File: config.mk
export PLATFORM = sky130hd
export DESIGN_NAME = pcx_rle_encoder
export DESIGN_NICKNAME = d
export VERILOG_FILES = /design/src/rtl/pcxrle_pkg.sv /design/src/rtl/pcx_rle_encoder.sv /design/src/rtl/pcxrle_core.sv /design/src/rtl/pcxrle_ser.sv
export SDC_FILE = /design/constraint.sdc
export NUM_CORES = 1
export LEC_CHECK = 0
export BUFFER_PORTS_ARGS = -buffer_cell sky130_fd_sc_hd__buf_4
export CORE_ASPECT_RATIO = 0.7
export CORE_UTILIZATION = 47
export CTS_CLUSTER_DIAMETER = 80
export DETAILED_ROUTE_END_ITERATION = 8
export GPL_TIMING_DRIVEN = 0
export SLEW_MARGIN = 20
export SYNTH_ARGS = -nofsm -noshare
export SYNTH_HDL_FRONTEND = slang
export SYNTH_SLANG_ARGS = --single-unit
File: constraint.sdc
create_clock -name clock -period 15.7 [get_ports clock]
set_input_delay 2.355 -clock clock [delete_from_list [all_inputs] [get_ports clock]]
set_output_delay 2.355 -clock clock [all_outputs]
set_load 0.01 [all_outputs]
File: src/rtl/pcxrle_pkg.sv
package pcxrle_pkg;

   // longest run that one count byte can carry
   localparam logic [5:0] RUN_CAP    = 6'd63;
   // top two bits set marks a count byte
   localparam logic [7:0] COUNT_MARK = 8'hC0;
   // most bytes one pixel can cause: two runs and a pad
   localparam int unsigned MAX_BEATS = 5;
   localparam int unsigned BEAT_CNT_W = $clog2(MAX_BEATS + 1);
   localparam int unsigned BEAT_IDX_W = $clog2(MAX_BEATS);

   // register indexes on the csr port
   localparam logic [1:0] CSR_LINE_WIDTH  = 2'd0;
   localparam logic [1:0] CSR_LINE_COUNT  = 2'd1;
   localparam logic [1:0] CSR_PLANE_COUNT = 2'd2;

   // encoded bytes caused by one pixel
   typedef struct packed {
      logic [MAX_BEATS-1:0][7:0] bytes;
      logic [BEAT_CNT_W-1:0]     count;
      logic                      done;
   } bundle_type;

endpackage

File: src/rtl/pcx_rle_encoder.sv
// channel  ports                                  direction
// req      req_valid req_ready req_pixel_byte      in
// rsp      rsp_valid rsp_ready rsp_out_byte
//          rsp_last rsp_image_done                 out
// csr      csr_write_en csr_index csr_wdata        in
//
// a pixel is encoded in the cycle it is taken; its bytes leave the bundle
// register one per cycle while rsp_ready is high, and wait while it is low
// (pixels that cause no byte do not load the bundle register)
// the next pixel is taken in the cycle the last byte of the bundle leaves
// reset is synchronous and active high; it restores register defaults
// and empties the bundle register
module pcx_rle_encoder
   import pcxrle_pkg::*;
(
   input  logic        clock,
   input  logic        reset,
   input  logic        req_valid,
   output logic        req_ready,
   input  logic [7:0]  req_pixel_byte,
   output logic        rsp_valid,
   input  logic        rsp_ready,
   output logic [7:0]  rsp_out_byte,
   output logic        rsp_last,
   output logic        rsp_image_done,
   input  logic        csr_write_en,
   input  logic [1:0]  csr_index,
   input  logic [15:0] csr_wdata
);

   bundle_type bundle;
   logic       accept, load, busy_after;

   // take a pixel once the bundle register frees up
   assign req_ready = !busy_after;
   assign accept    = req_valid && req_ready;
   assign load      = accept && (bundle.count != '0);

   pcxrle_core u_core (
      .clock        (clock),
      .reset        (reset),
      .accept       (accept),
      .pixel_byte   (req_pixel_byte),
      .csr_write_en (csr_write_en),
      .csr_index    (csr_index),
      .csr_wdata    (csr_wdata),
      .bundle       (bundle)
   );

   pcxrle_ser u_ser (
      .clock      (clock),
      .reset      (reset),
      .load       (load),
      .bundle     (bundle),
      .busy_after (busy_after),
      .out_valid  (rsp_valid),
      .out_ready  (rsp_ready),
      .out_byte   (rsp_out_byte),
      .out_last   (rsp_last),
      .out_done   (rsp_image_done)
   );

endmodule

File: src/rtl/pcxrle_core.sv
module pcxrle_core
   import pcxrle_pkg::*;
(
   input  logic              clock,
   input  logic              reset,
   input  logic              accept,
   input  logic [7:0]        pixel_byte,
   input  logic              csr_write_en,
   input  logic [1:0]        csr_index,
   input  logic [15:0]       csr_wdata,
   output bundle_type        bundle
);

   logic [15:0] line_width_ff, line_count_ff;
   logic [2:0]  plane_count_ff;
   logic [7:0]  held_ff, held_in;
   logic [5:0]  run_ff, run_in;
   logic [15:0] column_ff, column_in;
   logic [1:0]  plane_ff, plane_in;
   logic [15:0] line_ff, line_in;

   logic [15:0] w_eff, h_eff;
   logic [2:0]  np_eff;
   logic        emit_a, line_end, plane_end, image_end;
   logic [7:0]  held_mid;
   logic [5:0]  run_mid;
   logic [BEAT_CNT_W-1:0] n;

   // configuration registers
   always_ff @(posedge clock) begin
      if (reset) begin
         line_width_ff  <= 16'd1;
         line_count_ff  <= 16'd1;
         plane_count_ff <= 3'd1;
      end else if (csr_write_en) begin
         unique case (csr_index)
            CSR_LINE_WIDTH:  line_width_ff  <= csr_wdata;
            CSR_LINE_COUNT:  line_count_ff  <= csr_wdata;
            CSR_PLANE_COUNT: plane_count_ff <= csr_wdata[2:0];
            default: ;
         endcase
      end
   end

   // run gathering, line flush and byte list for one pixel
   always_comb begin
      w_eff  = (line_width_ff == 16'd0) ? 16'd1 : line_width_ff;
      h_eff  = (line_count_ff == 16'd0) ? 16'd1 : line_count_ff;
      np_eff = (plane_count_ff == 3'd0) ? 3'd1 :
               (plane_count_ff > 3'd4)  ? 3'd4 : plane_count_ff;

      emit_a = (run_ff != 6'd0) && ((pixel_byte != held_ff) || (run_ff >= RUN_CAP));
      if ((run_ff == 6'd0) || emit_a) begin
         held_mid = pixel_byte;
         run_mid  = 6'd1;
      end else begin
         held_mid = held_ff;
         run_mid  = run_ff + 6'd1;
      end

      line_end  = ({1'b0, column_ff} + 17'd1) >= {1'b0, w_eff};
      plane_end = ({1'b0, plane_ff} + 3'd1) >= np_eff;
      image_end = ({1'b0, line_ff} + 17'd1) >= {1'b0, h_eff};

      n = '0;
      bundle.bytes = '0;
      // run closed by a new byte or the cap
      if (emit_a) begin
         if ((run_ff > 6'd1) || (held_ff >= COUNT_MARK)) begin
            bundle.bytes[n[BEAT_IDX_W-1:0]] = COUNT_MARK | {2'b00, run_ff};
            n = n + 1'b1;
         end
         bundle.bytes[n[BEAT_IDX_W-1:0]] = held_ff;
         n = n + 1'b1;
      end
      // flush at plane line end, pad on odd width
      if (line_end) begin
         if ((run_mid > 6'd1) || (held_mid >= COUNT_MARK)) begin
            bundle.bytes[n[BEAT_IDX_W-1:0]] = COUNT_MARK | {2'b00, run_mid};
            n = n + 1'b1;
         end
         bundle.bytes[n[BEAT_IDX_W-1:0]] = held_mid;
         n = n + 1'b1;
         if (w_eff[0]) begin
            bundle.bytes[n[BEAT_IDX_W-1:0]] = 8'h00;
            n = n + 1'b1;
         end
      end
      bundle.count = n;
      bundle.done  = line_end && plane_end && image_end;

      // position update
      held_in   = held_mid;
      run_in    = line_end ? 6'd0 : run_mid;
      column_in = line_end ? 16'd0 : column_ff + 16'd1;
      plane_in  = plane_ff;
      line_in   = line_ff;
      if (line_end) begin
         if (plane_end) begin
            plane_in = 2'd0;
            line_in  = image_end ? 16'd0 : line_ff + 16'd1;
         end else begin
            plane_in = plane_ff + 2'd1;
         end
      end
   end

   // run and position state
   always_ff @(posedge clock) begin
      if (reset) begin
         held_ff   <= '0;
         run_ff    <= '0;
         column_ff <= '0;
         plane_ff  <= '0;
         line_ff   <= '0;
      end else if (accept) begin
         held_ff   <= held_in;
         run_ff    <= run_in;
         column_ff <= column_in;
         plane_ff  <= plane_in;
         line_ff   <= line_in;
      end
   end

endmodule

File: src/rtl/pcxrle_ser.sv
module pcxrle_ser
   import pcxrle_pkg::*;
(
   input  logic        clock,
   input  logic        reset,
   input  logic        load,
   input  bundle_type  bundle,
   output logic        busy_after,
   output logic        out_valid,
   input  logic        out_ready,
   output logic [7:0]  out_byte,
   output logic        out_last,
   output logic        out_done
);

   logic                  valid_ff, valid_in;
   bundle_type            bundle_ff;
   logic [BEAT_IDX_W-1:0] idx_ff, idx_in;
   logic                  beat;

   // current beat from the held bundle
   always_comb begin
      out_valid  = valid_ff;
      out_byte   = bundle_ff.bytes[idx_ff];
      out_last   = ({1'b0, idx_ff} + 1'b1) == bundle_ff.count;
      out_done   = out_last && bundle_ff.done;
      beat       = valid_ff && out_ready;
      busy_after = valid_ff && !(beat && out_last);
   end

   // next bundle slot and beat index
   always_comb begin
      valid_in = valid_ff;
      idx_in   = idx_ff;
      if (load) begin
         valid_in = 1'b1;
         idx_in   = '0;
      end else if (beat) begin
         if (out_last) begin
            valid_in = 1'b0;
         end else begin
            idx_in = idx_ff + 1'b1;
         end
      end
   end

   always_ff @(posedge clock) begin
      if (reset) begin
         valid_ff <= 1'b0;
         idx_ff   <= '0;
      end else begin
         valid_ff <= valid_in;
         idx_ff   <= idx_in;
      end
   end

   // bundle payload
   always_ff @(posedge clock) begin
      if (load) begin
         bundle_ff <= bundle;
      end
   end

endmodule

## After elaboration in Yosys (flattened, before gate mapping)

Cells that the tools add are included.

- Register bits after elaboration: 131
- Bits of input ports: 31
- Output and inout bits: 12
- Logic and storage cells: 131

- Add/sub/neg operators: 13
- Magnitude comparators: 18
- Equality and inequality tests: 4
- Muxes and demuxes: 40
- Bitwise logic cells: 3
- Reduce and logical (&&, ||, !) cells: 36

Operators by type and width:

| kind | number |
|---|---|
| $mux 40 | 5 |
| $bwmux 40 | 3 |
| $demux 8 s3 | 4 |
| $mux 16 | 4 |
| $mux 8 | 8 |
| $and 40x40->40 | 1 |
| $not 40->40 | 1 |
| $add 16x1->17 const B | 2 |
| $ge 17x16->1 | 2 |
| $add 16x1->16 const B | 2 |
| $logic_not 16->1 | 2 |
| $bmux 8 s3 | 1 |
| $mux 3 | 8 |
| $lt 3x4->1 const B | 5 |
| $ge 8x8->1 const B | 2 |
| $add 3x1->3 const B | 5 |
| $logic_and 1x1->1 | 13 |
| $ge 3x1->1 const B | 4 |
| $gt 6x1->1 const B | 2 |
| $mux 6 | 2 |
| $reduce_and 2->1 | 6 |
| $ne 8x8->1 | 1 |
| $add 6x1->6 const B | 1 |
| $ge 6x6->1 const B | 1 |
| 21 further kinds | 29 |

## Depth between registers and ports, before layout

Gate-level depths: netlist of the first run.

- Word-level depth: 18
- Depth in mapped cells: 17
- Depth with buffers taken out: 16

## Modules after synthesis

Synthesis of the first run repeated with hierarchy kept, for this count alone.

- Cell total of the unflattened synthesis: 865
- Area, all modules: 7787.5 um^2

By module, submodules not included:

| module | instances | cells each | area each (um^2) | seq. area each (um^2) |
|---|---|---|---|---|
| pcxrle_core | 1 | 761 | 5814.3 | 1661.6 |
| pcxrle_ser | 1 | 101 | 1946.9 | 1401.3 |
| pcx_rle_encoder | 1 | 3 | 26.3 | 0.0 |

## Worst setup path after synthesis of the first run

OpenSTA, ideal clock, no wires.

- Path type: input-to-reg
- From: in req_pixel_byte[6]
- To: reg u_ser.bundle_ff[0] (netlist bit), enable pin
- Setup time: 0.406 ns
- Data arrival time: 5.873 ns
- Required time: 15.294 ns
- Path slack: 9.421 ns
- Cell stages on the path: 13
- Path buffers: 1
- Path through: buf_2 xor2_1 nor4_1 nand4_1 o21ai_1 or2_2 and2_1 ha_1 nor2_1 nand3_1 o311ai_1 o211ai_1 and2_1

- Longest elaborated chain between the ends: 15
- Elaborated cells on any way between the ends: 19
- Those cells by class: add/sub (3); order compare (2); eq/ne (1); mux (7); reduce/logical (6)

RTL lines:

| item | RTL line | RTL |
|---|---|---|
| start: declaration | pcx_rle_encoder.sv:20 | `input logic [7:0] req_pixel_byte,` |
| $ne 8x8->1 | pcxrle_core.sv:52 | `emit_a = (run_ff != 6'd0) && ((pixel_byte != held_ff) \|\| (run_ff >= RUN_CAP));` |
| $logic_or 1x1->1 | pcxrle_core.sv:52 |  |
| $logic_and 1x1->1 | pcxrle_core.sv:52 |  |
| $logic_or 1x1->1 | pcxrle_core.sv:53 | `if ((run_ff == 6'd0) \|\| emit_a) begin` |
| $mux 8 or $mux 6 (tied branches) | pcxrle_core.sv:53 |  |
| $ge 8x8->1 or $gt 6x1->1 (tied branches) | pcxrle_core.sv:78 | `if ((run_mid > 6'd1) \|\| (held_mid >= COUNT_MARK)) begin` |
| $logic_or 1x1->1 | pcxrle_core.sv:78 |  |
| $mux 3 | pcxrle_core.sv:78 |  |
| $mux 3 | pcxrle_core.sv:77 | `if (line_end) begin` |
| $add 3x1->3 | pcxrle_core.sv:83 | `n = n + 1'b1;` |
| $add 3x1->3 | pcxrle_core.sv:86 | `n = n + 1'b1;` |
| $mux 3 | pcxrle_core.sv:84 | `if (w_eff[0]) begin` |
| $mux 3 (*) | pcxrle_core.sv:77 |  |
| $reduce_bool 3->1 (*) | pcx_rle_encoder.sv:37 | `assign load = accept && (bundle.count != '0);` |
| $logic_and 1x1->1 (*) | pcx_rle_encoder.sv:37 |  |
| via load | pcx_rle_encoder.sv:32 | `logic accept, load, busy_after;` |
| end signal: assignment | pcxrle_ser.sv:60 | `bundle_ff <= bundle;` |
| end: declaration | pcxrle_ser.sv:17 | `bundle_type bundle_ff;` |

Mark *: on every way through the listed nets, which the timed path passes. The rest lies on a longest branch. The select of a mux whose other input is x is not followed.
A chain may end at the register's enable or synchronous reset.

## Worst setup path in the final report of the first run

- From: in req_pixel_byte[6]
- To: reg u_ser.bundle_ff[9] (netlist bit), enable pin

The elaborated chain is that of the path after synthesis.

==> results of run 1 <==
-- registers in the layout, summed over array words and instances, names as in the netlist --
signal / flops
u_ser.out_valid: 1
u_core.plane_count_ff: 3
u_core.line_count_ff: 16
u_ser.idx_ff: 3
u_core.line_width_ff: 16
u_core.plane_ff: 2
u_core.held_ff: 8
u_core.column_ff: 16
u_core.run_ff: 6
u_ser.bundle_ff: 44
u_core.line_ff: 16
-- worst max-delay path: stages --
cell and delay (ns):
buf_2 0.18, xor2_1 0.16, nor4_1 0.60, nand4_1 0.36, o21ai_1 0.47, or2_2 0.28, and2_1 0.17, ha_1 0.25
nor2_1 0.10, nand3_1 0.12, o311ai_1 0.14, o211ai_1 0.40, and2_2 0.51, buf_16 0.25
-- cell usage after synthesis, types with 16 or more instances --
master / n / share of area [%]
a21oi_1: 86 / 5.7
and2_1: 20 / 1.6
and3_1: 16 / 1.3
clkbuf_1: 36 / 1.8
dfxtp_1: 87 / 23
edfxtp_1: 44 / 17
ha_1: 45 / 7.4
inv_1: 40 / 2.0
mux2i_1: 21 / 2.8
nand2_1: 134 / 6.6
nand3_1: 26 / 1.7
nor2_1: 85 / 4.2
o21ai_0: 26 / 1.7
xnor2_1: 24 / 2.8
xor2_1: 38 / 4.4
-- per-layer routing --
| layer | wire, microns | GRT usage, % | up-vias |
|---|---|---|---|
| met5 | 0 | 0 | - |
| met4 | 309 | 7.79 | 0 |
| met3 | 1300 | 5.37 | 28 |
| met2 | 7940 | 35.0 | 202 |
| met1 | 10500 | 37.7 | 3121 |
| li1 | - | - | 3241 |
-- layout make-up --
class	count	area [sq um]	area share [%]
Clock buffer	21	494	5.55
Clock inverter	11	195	2.19
Buffer	44	179	2.01
Sequential cell	131	3060	34.4
Multi-Input combinational cell	680	4240	47.6
Timing Repair Buffer	41	328	3.68
Tap cell	200	250	2.81
Inverter	40	150	1.69
-- how the worst min path moves through the flow --
stage	from	endpoint	slack, ns	cells past startpoint
after floorplan	u_core.line_count_ff[0]	u_core.line_count_ff[0]	0.44	2
after global placement	u_core.line_count_ff[0]	u_core.line_count_ff[0]	0.46	2
after detailed placement	u_core.line_count_ff[13]	u_core.line_count_ff[13]	0.46	2
after CTS	u_core.line_count_ff[13]	u_core.line_count_ff[13]	0.47	2
after global routing	u_core.line_count_ff[13]	u_core.line_count_ff[13]	0.49	2
final	u_core.line_count_ff[13]	u_core.line_count_ff[13]	0.47	2
-- kinds of logic after synthesis --
kind of cell	after synthesis	share of synthesized area (%)
simple gates	359	22.3
buf+inv	84	4.33
compound gates	184	15.5
flops	131	40.3
other cells	1	0.0493
xor+xnor	63	7.45
mux	21	2.76
fa+ha+maj	45	7.40
-- report_power, final --
group          switching [uW]  internal [uW]  total, uW  leakage (uW)
combinational             216            122        338       0.00206
sequential               22.6            414        436       0.00112
clock                     153            306        458      0.000329
total                     391            842       1230       0.00351
-- cells in the final DEF (no fill, tap or decap), types with 21 or more instances in the layout --
cell,netlist,final
inv_1,40,40
xor2_1,38,38
xnor2_1,24,24
nand2_1,134,134
nand3_1,26,26
edfxtp_1,44,44
dfxtp_1,87,87
nor2_1,85,85
ha_1,45,45
mux2i_1,21,21
clkbuf_1,36,36
o21ai_0,26,26
a21oi_1,86,86
buf_4,2,42
-- metrics by stage --
stage / hold slack (ns) / cells
after global placement: 0.460 / 1135
after CTS: 0.471 / 1168
after floorplan: 0.440 / 895
after global routing: 0.494 / 1168
final: 0.469 / 1168
after detailed placement: 0.464 / 1136
==> reports/metrics.yaml, run 1 <==
grt_pass1_vias: 6136
ant_nets: 0
cts_setup_buffers: 0
setup_viol: 0
clockBufferDepth: 2
antenna_found_initial: 0
die_height_microns: 108
ctsResizeCount: 0
fin_crit_ns: 6.23
async_flop_share_pct: 0
core_sq_mm: 0.0156
worstSkewPairLatency_ns: 0.43
portBuffers: 40
area_delta_synth_final_pct: 17.0
yosys_most_used_dff: "dfxtp_1"
pre_cts_slack_ns: 9.14
power_density_mw_per_mm2: 139
drive_gt1_share_pct: 9.40
fmax_mhz: 160
netlist_area_sq_mm: 0.00760
setup_ws_ns: 9.47
finalCritPeriodShare_pct: 39.7
n_fill_cell: 1444
placed_cell_area_sq_mm: 0.00821
synth-edff-count: 44
syn_avg_cell_area_sq_um: 8.56
tightest_slew_ns: 1.00
cp-end-kind: "flip-flop"
hpwl_microns: 15300
rsz0062_at_grt: "false"
route.detailed.drc: 0
required_ns: 15.83
tns_ns: 0
rr_startpoint: "u_core.column_ff[0]"
fin_area_sq_mm: 0.00890
clk_pin_slew_ns: 0.06
yosysSeqAreaShare_pct: 40.3
drtIter0Drc: 582
fin_util_pct: 56.9
slew_violations: 0
r2r_cells: 17
hold_path_class: "reg -> reg"
grt_usage_pct: 25.0
htreeDepth: 4
tritoncts: "yes"
cap_violations: 0
run_status: "complete, no violations"
yosys.cell_types.count: 63
fin_nets: 1031
syn_inst: 888
r2r_end: "u_ser.bundle_ff[9]"
rrSetupSlack_ns: 10.22
crit_end: "u_ser.bundle_ff[9]"
arrival_ns: 6.36
gp_congestion: 0.972
worst_clock_skew_ns: 0.00994
crit_type: "in -> reg"
diodes: 0
die_area_sq_mm: 0.0167
cts_buffers: 17
cp-startpoint: "req_pixel_byte[6]"
p_leak_uw: 0.00351
start_util_pct: 48.6
cts_sinks: 131
cp-start-kind: "input pin"
power_uw: 1230
io_pins: 43
num_vias: 6592
grt_pass1_wl_microns: 32100
peakVddDrop_uv: 63.0
gr-total-overflow: 0
cp_max_fo: 27
die_width_microns: 154
ys_ff_latch: 131
grt_max_degree: 28
wl_microns: 20000
root_buffer: "clkbuf_16"
cts_hold_buf: 0
hold_viol: 0
slew-limit-headroom_pct: 32.9
firstDrtPassIters: 5
post_drt_wl_per_cell_microns: 17.1
synth_warnings: 0
via_per_inst: 5.64
rows: 38
No activity file was read; power rests on OpenSTA's default activity.
==> run 2, diff against run 1 <==
ABC_AREA = 1   (was default)
clock period = 6.1 ns   (was 15.7 ns; I/O delays follow)
==> reports/metrics.yaml, run 2 <==
run_status: "complete, no violations"
p_leak_uw: 0.00382  # +8.8%
crit_top_cell: "inv_1"
grt_max_degree: 37  # +32%
syn_avg_cell_area_sq_um: 7.85  # -8.3%
die_height_microns: 108  # about the same
hold_path_class: "reg -> reg"
slowest_stage: "dfxtp_1"
tightest_slew_ns: 0.579  # -0.421 ns
grt_pass1_vias: 6014  # -2.0%
die_area_sq_mm: 0.0167  # about the same
top_usage_layer: "met1"
fmax_mhz: 224
hp-start: "u_core.plane_count_ff[0]"
post_drt_wl_per_cell_microns: 15.5  # -9.6%
crit_buf_inv: 5  # +3
fin_nets: 1113  # +8.0%
fin_crit_ns: 4.47
start_util_pct: 48.6  # about the same
slew_violations: 0  # unchanged
synth_largest_area_cell: "dfxtp_1"
crit_type: "reg -> reg"
via_per_inst: 5.25  # -7.0%
wl_microns: 19300  # -3.3%
drtIter0Drc: 621  # +6.7%
drive_gt1_share_pct: 11.7  # +2.3 points
cap_violations: 0  # unchanged
yosys.cell_types.count: 50  # -21%
worst_clock_skew_ns: 0.0109  # +0.000980 ns
finalCritPeriodShare_pct: 73.2
path_delay_family: "simple AND/OR/NAND/NOR gates"
power_density_mw_per_mm2: 462  # +230%
rows: 38  # unchanged
cp_cell_sequence: "inv_1, nor3_2, inv_1, nor3_1, nand3_1, nor3_1, nand3_1, nor2_1, xnor2_1, inv_1, ha_1, nand4_1, or3_1, o22ai_2, nor2_1, nand2_4, inv_1, buf_6, nor2_1, nand2_1, o21ai_0, a31oi_1"
tritoncts: "yes"
yosys-top-cells-area: "dfxtp_1, edfxtp_1, nand2_1, ha_1, a21oi_1"
num_vias: 6563  # -0.44%
fin_area_sq_mm: 0.00885  # -0.53%
cp_max_fo: 10  # -63%
final_cell_mix: "nand2_1, inv_1, a21oi_1"
yosysSeqAreaShare_pct: 40.3  # about the same
required_ns: 6.23  # -9.60 ns
layout_commonest_cell: "nand2_1"
htreeDepth: 4  # unchanged
hold_viol: 0  # unchanged
grt_usage_pct: 24.6  # -0.41 points
setup_viol: 0  # unchanged
cp-startpoint: "u_core.column_ff[0]"
ys_ff_latch: 131  # unchanged
syn_inst: 969  # +9.1%
synth-edff-count: 44  # unchanged
die_width_microns: 154  # about the same
yosysMostFrequentCell: "nand2_1"
rr_startpoint: "u_core.column_ff[0]"
placed_cell_area_sq_mm: 0.00821  # about the same
async_flop_share_pct: 0  # unchanged
arrival_ns: 4.60  # -1.76 ns
grt_pass1_wl_microns: 31500  # -1.9%
cp-start-kind: "flip-flop"
grtUsageMet1_pct: 37.9  # +0.16 points
cts_hold_buf: 0  # unchanged
portBuffers: 41  # +2.5%
power_uw: 4090  # +230%
clockBufferDepth: 2  # unchanged
tns_ns: 0  # unchanged
cts_sinks: 131  # unchanged
gr-total-overflow: 0  # unchanged
hpwl_microns: 14600  # -4.8%
worstSkewPairLatency_ns: 0.43  # about the same
cp-end-kind: "flip-flop"
clk_pin_slew_ns: 0.06  # about the same
cts_setup_buffers: 0  # unchanged
synthTopCellsByCount: "nand2_1, inv_1, a21oi_1"
cpPeakStageDelay_ns: 0.39  # -0.21 ns
firstDrtPassIters: 5  # unchanged
peakVddDrop_uv: 200  # +220%
rsz0062_at_grt: "false"
gp_congestion: 0.879  # -9.6%
cts_buffers: 17  # unchanged
synth_warnings: 0  # unchanged
met2_usage_pct: 33.4  # -1.5 points
root_buffer: "clkbuf_16"
io_pins: 43  # unchanged
ant_nets: 0  # unchanged
synth_top_area_share_pct: 22.9  # about the same
top_register: "u_ser.bundle_ff"
antenna_found_initial: 0  # unchanged
largest_reg_flops: 44  # unchanged
core_sq_mm: 0.0156  # unchanged
slew-limit-headroom_pct: 61.4  # +28 points
area_delta_synth_final_pct: 16.3
netlist_area_sq_mm: 0.00761  # about the same
ctsResizeCount: 0  # unchanged
met3_usage_pct: 5.61  # +0.24 points
yosys_most_used_dff: "dfxtp_1"
diodes: 0  # unchanged
route.detailed.drc: 0  # unchanged
-- run 2: cell count changes in the layout (fill, tap and decap cells not counted), sizes merged, moves of 14 or more --
cell and delta:
inv +100, and3 -16, a21oi +14, xnor2 -15, xor2 -18, mux2i -21, nand2 +55, and2 -20
a211oi +17, o21ai +45, clkbuf -18
-- run 2: kinds of logic after synthesis --
kind of cell,share of synthesized area [%]
and+or+nand+nor,21.4
other,0.0493
adders and majority gates,7.40
AOI/OAI and AO/OA,18.2
xor gates and xnor gates,3.59
DFF,40.3
buffers and inverters,9.08
-- run 2: power by group --
group          switching (uW)  total (uW)  internal (uW)
clock                     419        1120            700
sequential                115        1340           1230
combinational            1070        1630            561
-- run 2: area by class of cell --
| class | instances | area [sq um] |
|---|---|---|
| fill | 1485 | 6790 |
| multi-input combinational | 672 | 3880 |
| sequential | 131 | 3060 |
| inverter | 139 | 524 |
| clock buffer | 18 | 439 |
| timing repair buffer | 42 | 328 |
| tap | 200 | 250 |
| clock inverter | 14 | 200 |
| buffer | 34 | 166 |
-- run 2: worst min-delay path, stage by stage (launching register included) --
cell and delay [ns]:
dfxtp_1 0.33, nand2_1 0.06, nand3_1 0.05
-- run 2: per-layer routing --
layer / vias to the layer above / part of all wire, %
met5: - / 0
met4: 0 / 0.92
met3: 17 / 6.3
met2: 176 / 40
met1: 2956 / 53
li1: 3414 / -
-- run 2: path summary, 6_finish.rpt --
kind / end / slack [ns] / cells past startpoint
worst min-delay path: u_core.plane_count_ff[0] / 0.46 / 2
worst max register to register: u_ser.bundle_ff[5] / 1.63 / 22
worst min register to register: u_core.plane_count_ff[0] / 0.46 / 2
worst max-delay path: u_ser.bundle_ff[5] / 1.63 / 22
-- run 2: stage by stage --
| stage | setup slack [ns] | instances | utilization [%] | hold WS [ns] |
|---|---|---|---|---|
| 4_1_cts | 1.62 | 1250 | 56.6 | 0.466 |
| 5_1_grt | 1.11 | 1250 | 56.6 | 0.496 |
| 6_report | 1.63 | 1250 | 56.6 | 0.464 |
| 3_5_place_dp | 1.65 | 1218 | 52.5 | 0.449 |
| 2_1_floorplan | 1.78 | 976 | - | 0.429 |
| 3_3_place_gp | 0.838 | 1217 | 52.4 | 0.444 |
